--- config.mk ---
export PLATFORM = sky130hd
export DESIGN_NAME = radix_digit_converter_core
export DESIGN_NICKNAME = d
export VERILOG_FILES = /design/src/sv/rdc_pkg.sv /design/src/sv/radix_digit_converter_core.sv
export SDC_FILE = /design/constraint.sdc
export NUM_CORES = 1
export LEC_CHECK = 0
export CELL_PAD_IN_SITES_DETAIL_PLACEMENT = 0
export CELL_PAD_IN_SITES_GLOBAL_PLACEMENT = 1
export CORE_MARGIN = 3
export CORE_UTILIZATION = 30
export CTS_BUF_LIST = sky130_fd_sc_hd__clkbuf_8 sky130_fd_sc_hd__clkbuf_16
export CTS_CLUSTER_DIAMETER = 30
export DETAILED_ROUTE_END_ITERATION = 8
export DONT_BUFFER_PORTS = 1
export GPL_TIMING_DRIVEN = 0
export PLACE_DENSITY = 0.49
export RECOVER_POWER = 100
export SYNTH_ARGS = -nofsm -noshare
export SYNTH_HDL_FRONTEND = slang
export SYNTH_SLANG_ARGS = --single-unit
--- constraint.sdc ---
create_clock -name clk -period 10 [get_ports clk]
set_input_delay 0 -clock clk [delete_from_list [all_inputs] [get_ports clk]]
set_output_delay 0 -clock clk [all_outputs]
set_load 0.01 [all_outputs]
--- src/sv/rdc_pkg.sv ---
`timescale 1ns / 1ps
`default_nettype none
// ----------------------------------------------------------------------------
// rdc_pkg: shared constants, types and helpers of the radix digit converter
// Field widths, the digit store geometry and the sequencer state encoding.
// ----------------------------------------------------------------------------
package rdc_pkg;

	localparam int ValueBits   = 31;
	localparam int RadixBits   = 6;
	localparam int DigitBits   = 6;
	localparam int CharBits    = 7;
	localparam int MaxDigits   = 31;
	localparam int StoreDepth  = MaxDigits + 1;
	localparam int StoreAw     = $clog2(StoreDepth);
	localparam int BitCntW     = $clog2(ValueBits);
	localparam int TrialW      = RadixBits + 1;
	localparam int InDataW     = ((ValueBits + RadixBits + 7) / 8) * 8;
	localparam int OutDataW    = ((DigitBits + CharBits + 7) / 8) * 8;

	localparam logic [RadixBits-1:0] RadixMin = RadixBits'(2);
	localparam logic [RadixBits-1:0] RadixMax = RadixBits'(36);

	localparam logic [CharBits-1:0] CharZero    = CharBits'(48);
	localparam logic [CharBits-1:0] CharLetterA = CharBits'(55);

	typedef enum logic [3:0] {
		ST_IDLE = 4'b0001,
		ST_DIV  = 4'b0010,
		ST_RD   = 4'b0100,
		ST_OUT  = 4'b1000
	} state_t;

	// ASCII character of a digit: 0-9 then A-Z
	function automatic logic [CharBits-1:0] digit_char(input logic [DigitBits-1:0] d);
		logic [CharBits-1:0] dx;
		dx = CharBits'(d);
		if (d < DigitBits'(10)) begin
			return CharZero + dx;
		end else begin
			return CharLetterA + dx;
		end
	endfunction

endpackage
`default_nettype wire

--- src/sv/radix_digit_converter_core.sv ---
`timescale 1ns / 1ps
`default_nettype none
// ----------------------------------------------------------------------------
// radix_digit_converter_core: integer to base-N digits, base 2 to 36
// Bit-serial restoring division produces the digits least significant first
// into a small store; they are then sent most significant first.
// ----------------------------------------------------------------------------
// Converts a 31-bit unsigned value to its digits in a base from 2 to 36 and
// sends one transfer per digit, most significant first, with tlast on the
// least significant digit. Each digit carries its value and its ASCII
// character (0-9, A-Z). A value of zero gives the single digit 0. A base
// outside 2..36 gives one transfer with tuser set, zero data and tlast set.
// One item is worked on at a time; s_tready is high only while the block is
// idle. The divider handles one quotient bit per cycle; each digit is then sent
// by a store read and then an output transfer that waits out any downstream
// stall. A bad base skips the division and the store read.
module radix_digit_converter_core (
	input  wire  logic                             clk,
	input  wire  logic                             arst_n,
	// value [30:0], radix [36:31], zero padding above
	input  wire  logic [rdc_pkg::InDataW-1:0]      s_tdata,
	input  wire  logic                             s_tvalid,
	output logic                                   s_tready,
	// digit_value [5:0], digit_char [12:6], zero padding above
	output logic [rdc_pkg::OutDataW-1:0]           m_tdata,
	// last_digit
	output logic                                   m_tlast,
	// bad_radix
	output logic                                   m_tuser,
	output logic                                   m_tvalid,
	input  wire  logic                             m_tready
);

	rdc_pkg::state_t                       state_q;
	logic [rdc_pkg::ValueBits-1:0]         quo_q;
	logic [rdc_pkg::DigitBits-1:0]         rem_q;
	logic [rdc_pkg::RadixBits-1:0]         radix_q;
	logic [rdc_pkg::BitCntW-1:0]           bit_cnt_q;
	logic [rdc_pkg::StoreAw-1:0]           cnt_q;
	logic [rdc_pkg::StoreAw-1:0]           idx_q;
	logic                                  bad_q;
	logic [rdc_pkg::DigitBits-1:0]         rd_q;

	logic [rdc_pkg::DigitBits-1:0]         store_mem [rdc_pkg::StoreDepth];

	logic [rdc_pkg::ValueBits-1:0]         in_value;
	logic [rdc_pkg::RadixBits-1:0]         in_radix;
	logic                                  in_xfer;
	logic                                  in_radix_ok;
	logic                                  out_xfer;
	logic [rdc_pkg::TrialW-1:0]            trial;
	logic                                  trial_ge;
	logic [rdc_pkg::TrialW-1:0]            trial_sub;
	logic [rdc_pkg::DigitBits-1:0]         rem_next;
	logic [rdc_pkg::ValueBits-1:0]         quo_next;
	logic                                  digit_done;
	logic [rdc_pkg::StoreAw-1:0]           cnt_next;
	logic                                  conv_done;
	logic [rdc_pkg::CharBits-1:0]          out_char;

	assign in_value    = s_tdata[rdc_pkg::ValueBits-1:0];
	assign in_radix    = s_tdata[rdc_pkg::ValueBits +: rdc_pkg::RadixBits];
	assign in_xfer     = s_tvalid && s_tready;
	assign out_xfer    = m_tvalid && m_tready;
	assign in_radix_ok = (in_radix >= rdc_pkg::RadixMin) && (in_radix <= rdc_pkg::RadixMax);

	// One restoring division step: bring in the next quotient bit
	assign trial     = {rem_q, quo_q[rdc_pkg::ValueBits-1]};
	assign trial_ge  = trial >= {1'b0, radix_q};
	assign trial_sub = trial - {1'b0, radix_q};
	assign rem_next  = trial_ge ? trial_sub[rdc_pkg::DigitBits-1:0]
	                            : trial[rdc_pkg::DigitBits-1:0];
	assign quo_next  = {quo_q[rdc_pkg::ValueBits-2:0], trial_ge};

	assign digit_done = (state_q == rdc_pkg::ST_DIV) && (bit_cnt_q == '0);
	assign cnt_next   = cnt_q + rdc_pkg::StoreAw'(1);
	assign conv_done  = (quo_next == '0) || (cnt_next == rdc_pkg::StoreAw'(rdc_pkg::MaxDigits));

	assign s_tready = (state_q == rdc_pkg::ST_IDLE);
	assign m_tvalid = (state_q == rdc_pkg::ST_OUT);
	assign out_char = rdc_pkg::digit_char(rd_q);
	assign m_tuser  = bad_q;
	assign m_tlast  = bad_q || (idx_q == '0);

	always_comb begin
		m_tdata = '0;
		if (!bad_q) begin
			m_tdata[rdc_pkg::DigitBits-1:0]                  = rd_q;
			m_tdata[rdc_pkg::DigitBits +: rdc_pkg::CharBits] = out_char;
		end
	end

	// Digit store: remainders go in at the digit count, come out from the top
	always_ff @(posedge clk) begin
		if (digit_done) begin
			store_mem[cnt_q] <= rem_next;
		end
		if (state_q == rdc_pkg::ST_RD) begin
			rd_q <= store_mem[idx_q];
		end
	end

	always_ff @(posedge clk or negedge arst_n) begin
		if (!arst_n) begin
			state_q   <= rdc_pkg::ST_IDLE;
			quo_q     <= '0;
			rem_q     <= '0;
			radix_q   <= '0;
			bit_cnt_q <= '0;
			cnt_q     <= '0;
			idx_q     <= '0;
			bad_q     <= 1'b0;
		end else begin
			unique case (state_q)
				rdc_pkg::ST_IDLE: begin
					if (in_xfer) begin
						if (in_radix_ok) begin
							quo_q     <= in_value;
							rem_q     <= '0;
							radix_q   <= in_radix;
							bit_cnt_q <= rdc_pkg::BitCntW'(rdc_pkg::ValueBits - 1);
							cnt_q     <= '0;
							bad_q     <= 1'b0;
							state_q   <= rdc_pkg::ST_DIV;
						end else begin
							bad_q   <= 1'b1;
							state_q <= rdc_pkg::ST_OUT;
						end
					end
				end
				rdc_pkg::ST_DIV: begin
					quo_q <= quo_next;
					if (bit_cnt_q == '0) begin
						cnt_q <= cnt_next;
						if (conv_done) begin
							idx_q   <= cnt_q;
							state_q <= rdc_pkg::ST_RD;
						end else begin
							// next digit: divide the quotient again from a clear remainder
							rem_q     <= '0;
							bit_cnt_q <= rdc_pkg::BitCntW'(rdc_pkg::ValueBits - 1);
						end
					end else begin
						rem_q     <= rem_next;
						bit_cnt_q <= bit_cnt_q - rdc_pkg::BitCntW'(1);
					end
				end
				rdc_pkg::ST_RD: begin
					state_q <= rdc_pkg::ST_OUT;
				end
				rdc_pkg::ST_OUT: begin
					if (out_xfer) begin
						if (bad_q || (idx_q == '0)) begin
							bad_q   <= 1'b0;
							state_q <= rdc_pkg::ST_IDLE;
						end else begin
							idx_q   <= idx_q - rdc_pkg::StoreAw'(1);
							state_q <= rdc_pkg::ST_RD;
						end
					end
				end
				default: begin
					state_q <= rdc_pkg::ST_IDLE;
				end
			endcase
		end
	end

`ifndef ASSERT_OFF
	a_one_side: assert property (@(posedge clk) disable iff (!arst_n)
		!(s_tready && m_tvalid))
		else $error("input taken while a result is offered");

	a_bad_result: assert property (@(posedge clk) disable iff (!arst_n)
		(m_tvalid && m_tuser) |-> (m_tlast && (m_tdata == '0)))
		else $error("bad base result must be a single zero transfer");

	a_div_radix: assert property (@(posedge clk) disable iff (!arst_n)
		(state_q == rdc_pkg::ST_DIV) |->
			((radix_q >= rdc_pkg::RadixMin) && (radix_q <= rdc_pkg::RadixMax)))
		else $error("divider running with a base out of range");

	a_last_idle: assert property (@(posedge clk) disable iff (!arst_n)
		(m_tvalid && m_tready && m_tlast) |=> s_tready)
		else $error("block not idle after the final digit");
`endif

endmodule
`default_nettype wire

; Yosys cells after proc, flatten, opt, wreduce, memory -nomap -nowiden
; Memory sizes are Yosys's and may differ from the RTL's. A register that Yosys moved wholly into a read port is not among the register bits.
; Index checks and enable logic that the tools add are counted.
[word_totals]
regBits = 63
mem_bits_rw = 192
in_bits = 44
elab_cells = 90
mem_count = 1
[mem_list]
columns = name, words, word_bits, rd, rd_ports_with_merged_regs, wr, line_no
row1 = store_mem, 32, 6, 1, 1, 1, radix_digit_converter_core.sv:44  ; logic [rdc_pkg::DigitBits-1:0] store_mem [rdc_pkg::StoreDepth];
[classes]
n_addsub = 6
n_lt_le_gt_ge = 4
eq_ne = 13
n_mux = 39
n_reduce_logical = 19
[op_table]
columns = operator, count
row1 = 31-bit two-way mux, 2
row2 = 31-bit case mux with 2 select lines, 1
row3 = 5-bit two-way mux, 11
row4 = 31-bit logical NOT, 1
row5 = 6-bit two-way mux, 5
row6 = 5-bit case mux with 2 select lines, 3
row7 = 4-bit two-way mux, 5
row8 = 4-bit case mux with 4 select lines, 1
row9 = 4-bit AND reduction, 4
row10 = 6-bit by 6-bit adder with 7-bit output (first input constant), 2
row11 = 13-bit two-way mux, 1
row12 = 6-bit case mux with 2 select lines, 1
row13 = 5-bit logical NOT, 2
row14 = 5-bit by 1-bit subtractor with 5-bit output (second input constant), 2
row15 = 2-bit by 1-bit != test with 1-bit output (second input constant), 4
row16 = 7-bit by 6-bit greater-or-equal comparator with 1-bit output, 1
row17 = 7-bit two-way mux, 1
row18 = 6-bit by 2-bit greater-or-equal comparator with 1-bit output (second input constant), 1
row19 = 6-bit <= comparator (second input constant), 1
row20 = 6-bit by 4-bit < comparator with 1-bit output (second input constant), 1
row21 = 1-bit two-way mux, 6
row22 = 2-bit != test (second input constant), 3
row23 = 3-bit AND reduction, 2
row24 = 2-bit nonzero test, 3
row25 = other kinds (13), 17

; Longest topological paths before layout
; Gate-level depths: netlist of the first run.
[depth]
depth_word = 6
depth_mapped = 10
mapped_depth_nobuf = 9

; Least setup slack after synthesis of the first run
; No wires, ideal clock.
[synth_path]
path_type = reg-to-reg
start = reg rem_q[1] in the netlist's numbering
end = mem store_mem[0][2] in the netlist's numbering, data pin
setup_ns = 0.464
arrival_time_ns = 2.710
required_time_ns = 9.536
slack_ns = 6.826
stages_incl_launch_ff = 7
period_less_slack_ns = 3.174
cell_sequence = dfrtp_1 -> ha_1 -> nand2_1 -> o21ai_0 -> a41oi_1 -> clkbuf_1 -> o21ai_0
[synth_between]
elab_chain_len = 2
elab_cells_between_ends = 3
cone_classes = add/sub (1) / order compare (1) / mux (1)
[synth_rtl]
columns = item, line_no
row1 = start: declaration, radix_digit_converter_core.sv:36  ; logic [rdc_pkg::DigitBits-1:0] rem_q;
row2 = start signal: assignment, radix_digit_converter_core.sv:144  ; rem_q <= rem_next;
row3 = 6-bit subtractor / 7-bit by 6-bit greater-or-equal comparator with 1-bit output (equally long branches), "radix_digit_converter_core.sv:70, radix_digit_converter_core.sv:69"
row4 = 6-bit two-way mux (*), radix_digit_converter_core.sv:71  ; assign rem_next = trial_ge ? trial_sub[rdc_pkg::DigitBits-1:0]
row5 = named net rem_next (one bit), radix_digit_converter_core.sv:54  ; logic [rdc_pkg::DigitBits-1:0] rem_next;
row6 = end: declaration, radix_digit_converter_core.sv:44
; Mark *: on every way through the listed nets, which the timed path passes. The rest lies on a longest branch.

; Worst setup path in the final report of the first run
[layout_path]
start = reg rem_q[1] in the netlist's numbering
end = mem store_mem[31][2] in the netlist's numbering, data pin
; Same word-level chain as after synthesis.

==> results of run 1 <==
state kept, by name, summed over array words and instances, names as in the netlist:
register   flops
idx_q          5
m_tuser        1
cnt_q          5
radix_q        6
state_q        4
rd_q           6
quo_q         31
bit_cnt_q      5
rem_q          6
store_mem    192
layout make-up:
| type | instances | share of cell area, % |
|---|---|---|
| Clock inverter | 52 | 2.88 |
| Clock buffer | 73 | 12.3 |
| Buffer | 42 | 1.30 |
| Tap cell | 504 | 4.31 |
| Sequential cell | 261 | 51.5 |
| Inverter | 21 | 0.539 |
| Timing Repair Buffer | 43 | 2.86 |
| Multi-Input combinational cell | 416 | 24.3 |
synth_stat cells, types with 3 or more instances:
master / n
and3_1: 3
mux2_2: 13
nand3b_1: 4
nand4_1: 3
xnor2_1: 7
ha_1: 15
inv_1: 21
a41oi_1: 3
o21ai_0: 63
clkbuf_1: 24
nand2b_1: 6
a211oi_1: 4
mux4_2: 60
nand2_1: 66
nand3_1: 7
a22oi_1: 3
nor3_1: 3
a21oi_1: 12
buf_2: 5
buf_4: 9
nor2_1: 57
nor2b_1: 9
a22o_1: 6
dfrtp_1: 62
nor4_1: 7
buf_6: 3
mux2i_1: 33
edfxtp_1: 198
worst paths after layout:
path | to | depth (start not counted)
max reg2reg | store_mem[31][2] | 6
max | store_mem[31][2] | 6
min reg2reg | bit_cnt_q[4] | 2
min | m_tuser | 4
min in group asynchronous | radix_q[0] | 2
max in group asynchronous | quo_q[12] | 2
routing by layer:
| layer | part of all wire [%] | wire length [um] |
|---|---|---|
| met1 | 44 | 12400 |
| met5 | 0 | 0 |
| met4 | 2.8 | 782 |
| met3 | 5.6 | 1580 |
| met2 | 48 | 13700 |
layout by cell type (no fill, tap or decap), types with 8 or more instances in the layout:
| cell | n |
|---|---|
| edfxtp_1 | 198 |
| clkbuf_16 | 71 |
| nand2_1 | 66 |
| o21ai_0 | 64 |
| dfrtp_1 | 62 |
| mux4_2 | 60 |
| nor2_1 | 57 |
| dlygate4sd3_1 | 41 |
| clkbuf_1 | 34 |
| mux2i_1 | 33 |
| inv_1 | 31 |
| ha_1 | 15 |
| a21oi_1 | 12 |
| clkinvlp_4 | 11 |
| clkinv_2 | 11 |
| clkinv_1 | 10 |
| nor2b_1 | 9 |
| mux2_2 | 9 |
| buf_4 | 8 |
timing repair:
action | CTS | global route
setup buffers | 0 | 0
hold buffers | 42 | 0
gates resized for setup | 0 | 0
endpoints found under the hold margin | 109 | 0
cell families (layout without fill, tap and decap cells):
kind of cell / count (synthesis) / count (layout) / share of synthesized area, %
adders and majority gates: 16 / 16 / 1.82
other: 1 / 3 / 0.0329
buffers and inverters: 63 / 231 / 2.62
muxes: 106 / 106 / 16.0
and+or+nand+nor: 177 / 177 / 7.36
xor gates and xnor gates: 9 / 9 / 0.691
DFF: 261 / 261 / 66.0
AOI/OAI and AO/OA: 105 / 105 / 5.49
power groups by stage:
| stage | Clock, mW | Combinational, mW | Sequential [mW] |
|---|---|---|---|
| after global placement | 0 | 1.48 | 1.85 |
| final | 2.05 | 1.50 | 1.84 |
| after floorplan | 0 | 0.995 | 1.80 |
| after global routing | 2.17 | 1.67 | 1.86 |
| after CTS | 2.09 | 1.61 | 1.82 |
| after detailed placement | 0 | 1.58 | 1.83 |
worst min-delay path, cell delays in order:
cell     delay [ns]
o21ai_0        0.10
nand2_1        0.11
a21oi_1        0.11
o21ai_0        0.19
==> out/qor.csv, run 1 <==
metric,value,unit
area.sequential,7520,um2
p_leak,5.12,nW
clkLatencyLatePin,0.56,ns
met1_usage,19.0,%
clock-root-buffer,clkbuf_16,
r2r_start,rem_q[1],
path_common_cell,o21ai_0,
die_w,201,um
drt_iter0_drc,353,
avgRoutedWirePerCell,20.1,um
crit_path_max_incr_delay,3.14,ns
postLayoutCoreUtil,39.5,%
use_met2,23.1,%
synth_area_leaders,"edfxtp_1 52%, dfrtp_1 14%, mux4_2 12%",
crit_path_start,rem_q[1],
power_switching,1.72,mW
ant_nets,0,
cp_num_buf_inv,1,
status,"finished, violations left",
grt_overflow,0,
drt_wl_total,28400,um
final.setup.tns,0,ns
gp_congestion,0.777,
cts_buffers,68,
startpoint_type,flip-flop,
die_h,201,um
antenna_found_initial,0,
clock.fmax,180,MHz
critPathMaxFanout,33,
start_util,30.8,%
async_reset_ff_share,24.1,%
firstDrtPassIters,5,
power.share.clock,38.1,%
place_inst,1245,
synth-seq-area-share,66.0,%
setup_violations,0,
port_buffers,0,
tritoncts,built,
yosys_warnings,0,
htreeDepth,3,
synth_top_area_share,52.1,%
power.internal,3.67,mW
numClockSinks,261,
hold_viol,0,
rsz0062_at_grt,no,
ys_seq_elements,261,
power.density,369,nW/um2
die_area,40400,um2
p_comb_share,27.7,%
cpLargestDelayFamily,compound AO/OA/AOI/OAI gates,
n_fill_cell,3422,
dpl-instance-area,12100,um2
path_class,reg -> reg,
crit_arrival,5.30,ns
avgSynthCellArea,15.5,um2
drc,0,
track_usage,14.4,%
nets,913,
total_power,5.39,mW
min_path_type,in -> reg,
vias_per_cell,4.85,
hold_slack,0.00121,ns
clockBufferDepth,3,
fin_cells,1412,
clk_pin_slew,0.04,ns
n_antenna_cell,0,
relSlewSlack,-180,%
dp_hpwl,19000,um
maxCapViolCount,4,
grt_pass1_wl,44500,um
violations,"capacitance limit, slew limit",
drive_gt1_share,20.5,%
crit_chain,"ha_1, nand2_1, o21ai_0, a41oi_1, clkbuf_1, o21ai_0",
yosysTopAreaCell,edfxtp_1,
drv_slew,127,
worstMarginPinSlew,4.15,ns
multi_input_area,3550,um2
worstHoldStart,s_tdata[31],
num_vias,6842,
netlist_area,11400,um2
cp-end-kind,flip-flop,
busiest_layer,met2,
areaGrowthSynthToFinish,28.2,%
swShare,31.9,%
pre_cts_ws,6.84,ns
synth_edf_count,198,
ys.flop_type,edfxtp_1,
ir_worst_vdd,240,uV
reg2reg_slack,4.44,ns
netlist_instances,738,
crit_slowest_cell,o21ai_0,
p_seq_share,34.2,%
fin_ws,4.44,ns
ys_types,54,
design_area,14600,um2
fin_crit,5.56,ns
met3_usage,3.28,%
grt_pass1_vias,7390,
fin_crit_sh,55.6,%
finClkSkew,0.0167,ns
row_count,70,
core_area,37000,um2
worst_ep_required_time,9.74,ns
io_pins,64,
grt_max_degree,64,
No activity file was read; power rests on OpenSTA's default activity.
==> inputs of run 2 (changes only) <==
Settings changed: PLACE_DENSITY 0.49 to 0.51.
Clock period 10 ns to 5 ns, I/O delays scaled along.
==> out/qor.csv, run 2 (same netlist as run 1, synthesis figures left out) <==
metric,value,unit
tritoncts,built,
cp-endpoint,quo_q[8],
firstDrtPassIters,5,
grt_pass1_wl,43300,um
r2r-end,quo_q[8],
antenna_found_initial,0,
gp_congestion,0.835,
die_w,201,um
grt_pass1_vias,7188,
clockBufferDepth,3,
grt_overflow,0,
crit_arrival,4.10,ns
n_fill_cell,3407,
port_buffers,0,
nets,909,
crit_path_max_incr_delay,0.84,ns
drc,0,
row_count,70,
critPathMaxFanout,10,
fin_crit_sh,73.2,%
cp-end-kind,flip-flop,
die_h,201,um
drv_slew,43,
crit_chain,"clkbuf_1, nor4b_1, nand2_1, a211oi_1, clkbuf_1, clkbuf_1, mux2i_1, o21ai_0",
numClockSinks,261,
areaGrowthSynthToFinish,28.5,%
clkLatencyLatePin,0.58,ns
final_common_cell,edfxtp_1,
r2r_start,state_q[3],
drive_gt1_share,20.4,%
fin_ws,1.34,ns
total_power,10.9,mW
path_common_cell,clkbuf_1,
status,"finished, violations left",
startpoint_type,flip-flop,
worst_r2r_path_depth,8,
hold_viol,0,
crit_slowest_cell,nor4b_1,
power.density,741,nW/um2
pre_cts_ws,1.92,ns
clock.fmax,273,MHz
drt_wl_total,27800,um
area.sequential,7520,um2
multi_input_area,3570,um2
worst_ep_required_time,5.44,ns
p_leak,5.13,nW
crit_path_start,state_q[3],
largestRegisters,"store_mem (192), quo_q (31)",
reg2reg_slack,1.34,ns
top_register,store_mem,
ir_worst_vdd,452,uV
cts_setup_buffers,0,
clk_pin_slew,0.05,ns
path_depth,8,
finClkSkew,0.0157,ns
rsz0062_at_grt,no,
path_class,reg -> reg,
die_area,40400,um2
core_area,37000,um2
largest_reg_flops,192,
io_pins,64,
cpLargestDelayFamily,buffers and inverters,
htreeDepth,2,
min_path_type,in -> reg,
avgRoutedWirePerCell,19.8,um
final.setup.tns,0,ns
fin_crit,3.66,ns
maxCapViolCount,2,
num_vias,6749,
n_antenna_cell,0,
cp_num_buf_inv,3,
cts_buffers,61,
setup_violations,0,
relSlewSlack,-33.9,%
dp_hpwl,18600,um
violations,"capacitance limit, slew limit",
start_util,30.8,%
grt_max_degree,34,
vias_per_cell,4.81,
worstMarginPinSlew,2.01,ns
final_cell_mix,"198 x edfxtp_1, 66 x nand2_1, 63 x o21ai_0, 62 x dfrtp_1, 61 x clkbuf_16",
place_inst,1246,
ant_nets,0,
fin_cells,1402,
drt_iter0_drc,438,
track_usage,14.0,%
clock-root-buffer,clkbuf_16,
==> run 2: per-stage QoR <==
stage / utilization [%] / hold slack (ns) / instance area [um2]
global placement: 32.5 / -0.294 / 12000
floorplan: - / -0.296 / 11400
finish: 39.6 / 0.136 / 14700
global route: 39.6 / 0.145 / 14700
detailed placement: 32.6 / -0.294 / 12100
CTS: 39.8 / 0.104 / 14700
==> run 2: how the worst min path moves through the flow <==
| stage | start | endpoint | slack, ns | cells past startpoint |
|---|---|---|---|---|
| 2_1_floorplan | arst_n | bit_cnt_q[0] | -0.30 | 0 |
| 4_1_cts | s_tdata[35] | radix_q[4] | 0.10 | 3 |
| 3_5_place_dp | arst_n | rem_q[1] | -0.29 | 0 |
| 3_3_place_gp | arst_n | radix_q[0] | -0.29 | 0 |
| 5_1_grt | s_tdata[34] | radix_q[3] | 0.14 | 3 |
| 6_report | s_tdata[34] | radix_q[3] | 0.14 | 3 |
==> run 2: layer usage <==
layer	GRT usage, %	routed length [um]	up-vias
met4	4.89	533	0
met3	3.05	1210	33
li1	-	-	3073
met5	0	0	-
met2	22.7	13600	168
met1	18.8	12400	3475
==> run 2: final cells by class <==
cell class              count  share of cell area [%]
flip-flops and latches    261                    51.3
multi-input cells         416                    24.4
clock buffers              63                    10.6
clock inverters            49                    4.30
well taps                 504                    4.30
repair buffers             46                    3.24
plain buffers              42                    1.31
inverters                  21                   0.538
==> run 2: timing repair <==
item,4_1_cts,5_1_grt
endpoints found under the hold margin,109,0
gates resized for setup,0,0
hold buffers,44,0
==> run 2: tightest hold or removal path: cells and delay by family <==
kind | cells | cell delay (ns)
AOI/OAI and AO/OA | 1 | 0.06
buffers and inverters | 1 | 0.55
and+or+nand+nor | 1 | 0.06
==> run 2: power breakdown <==
group | switching (mW) | internal [mW]
registers | 0.185 | 3.46
clock network | 1.21 | 2.95
logic | 1.98 | 1.08
